**config.mk**
```make
export PLATFORM = sky130hd
export DESIGN_NAME = rag_graph_mem
export DESIGN_NICKNAME = d
export VERILOG_FILES = /design/src/rtl/core/rag_deadlock_detector_macros.svh /design/src/rtl/core/rag_pkg.sv /design/src/rtl/core/rag_graph_mem.sv
export SDC_FILE = /design/constraint.sdc
export NUM_CORES = 2
export LEC_CHECK = 0
export BUFFER_PORTS_ARGS = -buffer_cell sky130_fd_sc_hd__buf_2
export CORE_ASPECT_RATIO = 1.25
export CORE_MARGIN = 2
export CORE_UTILIZATION = 45
export CTS_CLUSTER_SIZE = 16
export DETAILED_ROUTE_END_ITERATION = 12
export PLACE_DENSITY = 0.58
export SLEW_MARGIN = 20
export SYNTH_ARGS = -nofsm -noshare
export SYNTH_HDL_FRONTEND = slang
export SYNTH_SLANG_ARGS = --single-unit
export TNS_END_PERCENT = 10
```
**constraint.sdc**
```tcl
create_clock -name clk -period 3.49 [get_ports clk]
set_input_delay 0.5235 -clock clk [delete_from_list [all_inputs] [get_ports clk]]
set_output_delay 0.5235 -clock clk [all_outputs]
set_load 0.02 [all_outputs]
```
**src/rtl/core/rag_deadlock_detector_macros.svh**
```systemverilog
// Assertion macros used by rag_peel_engine. Define NO_ASSERTIONS to compile them out.
`ifndef RAG_DEADLOCK_DETECTOR_MACROS_SVH
`define RAG_DEADLOCK_DETECTOR_MACROS_SVH

`ifndef NO_ASSERTIONS
`define RAG_ASSERT(lbl, prop, msg) \
    lbl: assert property (@(posedge clk) disable iff (!rst_n) prop) else $error(msg);
`define RAG_ASSERT_ALWAYS(lbl, prop, msg) \
    lbl: assert property (@(posedge clk) prop) else $error(msg);
`else
`define RAG_ASSERT(lbl, prop, msg)
`define RAG_ASSERT_ALWAYS(lbl, prop, msg)
`endif

`endif

```
**src/rtl/core/rag_pkg.sv**
```systemverilog
package rag_pkg;

    localparam int ID_W  = 5;
    localparam int IDX_W = 16;
    localparam logic [IDX_W-1:0] IDX_MAX = 16'hFFFF;

    typedef enum logic [1:0] {
        ST_CLEAR  = 2'd0,
        ST_DEAD   = 2'd1,
        ST_HALTED = 2'd2
    } status_t;

    typedef struct packed {
        logic [ID_W-1:0] proc_id;
        logic [ID_W-1:0] res_id;
        logic            is_assign;
    } edge_t;

    typedef struct packed {
        status_t          status;
        logic [IDX_W-1:0] edge_num;
        logic [ID_W-1:0]  dead_proc;
        logic             last;
    } result_t;

    typedef enum logic [2:0] {
        S_IDLE,
        S_UPD,
        S_SWEEP,
        S_REPORT,
        S_EMIT
    } state_t;

    typedef struct packed {
        logic rd_req;
        logic rd_asg;
        logic wr_req;
        logic wr_asg;
    } mem_ctl_t;

endpackage

```
**src/rtl/core/rag_graph_mem.sv**
```systemverilog
module rag_graph_mem #(
    parameter int NUM_PROCS = 32,
    parameter int NUM_RES   = 32
) (
    input  logic                           clk,
    input  logic                           rst_n,
    input  rag_pkg::mem_ctl_t              ctl,
    input  logic [$clog2(NUM_PROCS)-1:0]   rd_p_addr,
    input  logic [$clog2(NUM_RES)-1:0]     rd_r_addr,
    input  logic [$clog2(NUM_PROCS)-1:0]   wr_p_addr,
    input  logic [$clog2(NUM_RES)-1:0]     wr_r_addr,
    input  logic [NUM_RES-1:0]             wr_req_row,
    input  logic [NUM_PROCS-1:0]           wr_asg_row,
    output logic [NUM_RES-1:0]             req_row,
    output logic [NUM_PROCS-1:0]           asg_row
);
    import rag_pkg::*;

    logic [NUM_RES-1:0]   req_mem [NUM_PROCS];
    logic [NUM_PROCS-1:0] asg_mem [NUM_RES];

    logic [NUM_RES-1:0]   req_data_reg;
    logic [NUM_PROCS-1:0] asg_data_reg;
    logic [NUM_PROCS-1:0] req_vld_reg;
    logic [NUM_RES-1:0]   asg_vld_reg;
    logic                 req_rvld_reg;
    logic                 asg_rvld_reg;

    always_ff @(posedge clk)
    begin
        if (ctl.wr_req)
        begin
            req_mem[wr_p_addr] <= wr_req_row;
        end
        if (ctl.rd_req)
        begin
            req_data_reg <= req_mem[rd_p_addr];
        end
    end

    always_ff @(posedge clk)
    begin
        if (ctl.wr_asg)
        begin
            asg_mem[wr_r_addr] <= wr_asg_row;
        end
        if (ctl.rd_asg)
        begin
            asg_data_reg <= asg_mem[rd_r_addr];
        end
    end

    // Rows never written read as empty.
    always_ff @(posedge clk or negedge rst_n)
    begin
        if (!rst_n)
        begin
            req_vld_reg  <= '0;
            asg_vld_reg  <= '0;
            req_rvld_reg <= 1'b0;
            asg_rvld_reg <= 1'b0;
        end
        else
        begin
            if (ctl.wr_req)
            begin
                req_vld_reg[wr_p_addr] <= 1'b1;
            end
            if (ctl.wr_asg)
            begin
                asg_vld_reg[wr_r_addr] <= 1'b1;
            end
            if (ctl.rd_req)
            begin
                req_rvld_reg <= req_vld_reg[rd_p_addr];
            end
            if (ctl.rd_asg)
            begin
                asg_rvld_reg <= asg_vld_reg[rd_r_addr];
            end
        end
    end

    assign req_row = req_rvld_reg ? req_data_reg : '0;
    assign asg_row = asg_rvld_reg ? asg_data_reg : '0;

endmodule

```
==> reports/results.tsv <==
metric	value	unit
ios	154	
tns	0	ns
worst_pin_slew	0.991	ns
std_cell_rows	176	
seqCellArea	0.0651	sq mm
preCtsSetupSlack	0.678	ns
grt_pass1_vias	38900	
wl_per_cell	33.0	microns
filler_cell_count	14200	
crit_fanout	27	
synthSimpleGateAreaFrac	1.65	%
dieArea	0.188	sq mm
synthXorXnorAreaFrac	0	%
vias	37600	
cp_cell_sequence	buf_4, and2_1, buf_2	
grtUsageTotal	22.4	%
gp_congestion	0.744	
globalRouteOverflowTotal	0	
irDropWorstVdd	0.000512	V
areaGrowthSynthToFinish	15.1	%
worst-r2r-setup-slack	1.55	ns
num-nets-final	3836	
setup_slack	0.776	ns
synthCells	3347	
rr_startpoint	req_mem[23][22]	
holdWs	0.155	ns
cts_hold_buf	1	
postCtsSetupBuffers	0	
synth_fa_ha_area_share	0	%
synthTopCellsByArea	edfxtp_1, mux4_2, dfrtp_1	
synth_top_family_by_area	multiplexers	
yosysSeqAreaShare	78.6	%
ys_warn_count	0	
viasPerCell	5.93	
drc	0	
cts_tree	yes	
clkSinkCount	2178	
worst-path-buf-inv	2	
status	complete, no violations	
synth_compound_area_share	0.160	%
multi_input_area	0.0174	sq mm
drt-total-wl	209000	microns
grt_pass1_wl	295000	microns
worst_path_dominant_cell_family	buffers and inverters	
synth.area.mux_share	18.7	%
synth_top_area_share	76.6	%
drt-initial-drc-count	4017	
maxCapViolations	0	
fin_skew	0.0353	ns
regToRegEndpoint	req_data_reg[22]	
rsz0062_at_grt	no	
place_inst	5939	
ys_ff_latch	2178	
reg2reg_depth	3	
min_period_over_period	77.8	%
drive_gt1_share	37.8	%
worstSkewPairLatency	0.85	ns
setup_viol	0	
hold_class	primary input to register	
grt_antenna_before_repair	25	
clock_path_buffers	3	
hold-path-endpoint	req_mem[4][4]	
numCtsBuffers	207	
die_h	484	microns
instances_no_fill	6334	
leakagePower	30.2	nW
crit_cells	3	
max_stage_delay	0.46	ns
whs_path_depth	1	
cts.root.buffer_cell	clkbuf_16	
grt_max_degree	67	
worst_ep_required_time	2.97	ns
synthesis.area	0.0828	sq mm
yosysTopAreaCell	edfxtp_1	
cts_resized	0	
arrival	2.19	ns
top_regs	asg_mem: 1024 flops, req_mem: 1024 flops	
path_clk_slew	0.06	ns
io_buffers	153	
syn_nets	3437	
startpoint_type	register	
min_period	2.71	ns
h-tree-depth	4	
slew_headroom	33.9	%
max_freq	0.368	GHz
avgSynthCellArea	24.7	sq um
power_density	572	mW/mm^2
start_util	45.2	%
crit_type	register to output port	
hold_viol	0	
slew_violations	0	
holdCritStartpoint	wr_req_row[4]	
die_w	388	microns
coreArea	0.183	sq mm
drtAntennaViolNets	0	
dp_hpwl	114000	microns
end_kind	output port	
drt_pass1_iterations	6	
synth.distinct_cells	28	
slowest_stage	dfrtp_1	
==> cells in the mapped netlist (all sizes together) <==
cell / number
or2: 64
and2: 65
mux2i: 32
dfrtp: 66
a21oi: 8
nand4: 1
buf: 81
edfxtp: 2112
nand2: 10
nor2: 70
nor2b: 4
nand3b: 10
nand3: 8
a31oi: 2
a211oi: 1
clkbuf: 84
or3: 2
a22oi: 5
a41oi: 2
mux2: 64
mux4: 640
a311oi: 1
a22o: 1
and3: 4
nand2b: 4
or3b: 6
==> layout make-up <==
class,count,area share (%)
Clock buffer,260,5.75
Clock inverter,131,1.27
Multi-Input combinational cell,1004,18.3
Antenna cell,3,0.00787
Sequential cell,2178,68.2
Timing Repair Buffer,355,3.30
Tap cell,2403,3.15
==> worst reg2reg max path, delay by kind of cell, from the launching register on <==
kind | cells | cell delay, ns
flip-flops | 1 | 0.37
multiplexers | 3 | 1.30
==> report_power, final <==
group	internal, mW	switching [mW]	leakage [nW]
Sequential	29.2	0.224	19.8
Combinational	1.39	1.69	7.08
Clock	12.2	9.84	3.25
Total	42.8	11.8	30.2
==> metal layers <==
layer / part of all wire [%] / GRT usage [%] / wire (microns) / up-vias
met5: 0.035 / 0 / 73 / -
met2: 53 / 39.5 / 111000 / 1306
li1: - / - / - / 15200
met1: 39 / 29.4 / 81200 / 20800
met4: 2.3 / 5.70 / 4800 / 10
met3: 5.5 / 3.10 / 11400 / 313
==> cells by family after synthesis <==
kind of cell	Yosys count
flip-flops	2178
multiplexers	736
AND/OR/NAND/NOR	248
buffers and inverters	165
AO/OA/AOI/OAI	20
==> stage by stage <==
step                cell area [sq um]  power [mW]  utilization [%]
floorplan                       82800        31.8                -
global placement                88600        33.1             48.3
detailed placement              88600        33.1             48.3
CTS                             95400        55.0             52.0
global route                    95400        56.2             52.0
finish                          95400        54.6             52.0
==> cells in the final DEF (no fill, tap or decap), types with 10 or more instances in the layout <==
cell type	n
edfxtp_1	2112
mux4_2	640
clkbuf_16	208
buf_2	145
buf_4	139
dfrtp_1	66
and2_1	65
mux2_2	64
nor2_4	64
or2_2	64
buf_12	64
clkinv_1	53
clkbuf_1	44
clkinv_2	38
mux2i_1	32
bufinv_16	13
nand2_1	10
nand3b_1	10
==> how the worst max path moves through the flow <==
stage / start / to
after floorplan: wr_p_addr[0] / req_mem[12][0]
after global placement: rd_p_addr[0] / req_data_reg[9]
after detailed placement: rd_p_addr[0] / req_data_reg[3]
after CTS: req_rvld_reg / req_row[22]
after global routing: req_rvld_reg / req_row[22]
final: req_rvld_reg / req_row[22]
No activity file was read; power rests on OpenSTA's default activity.
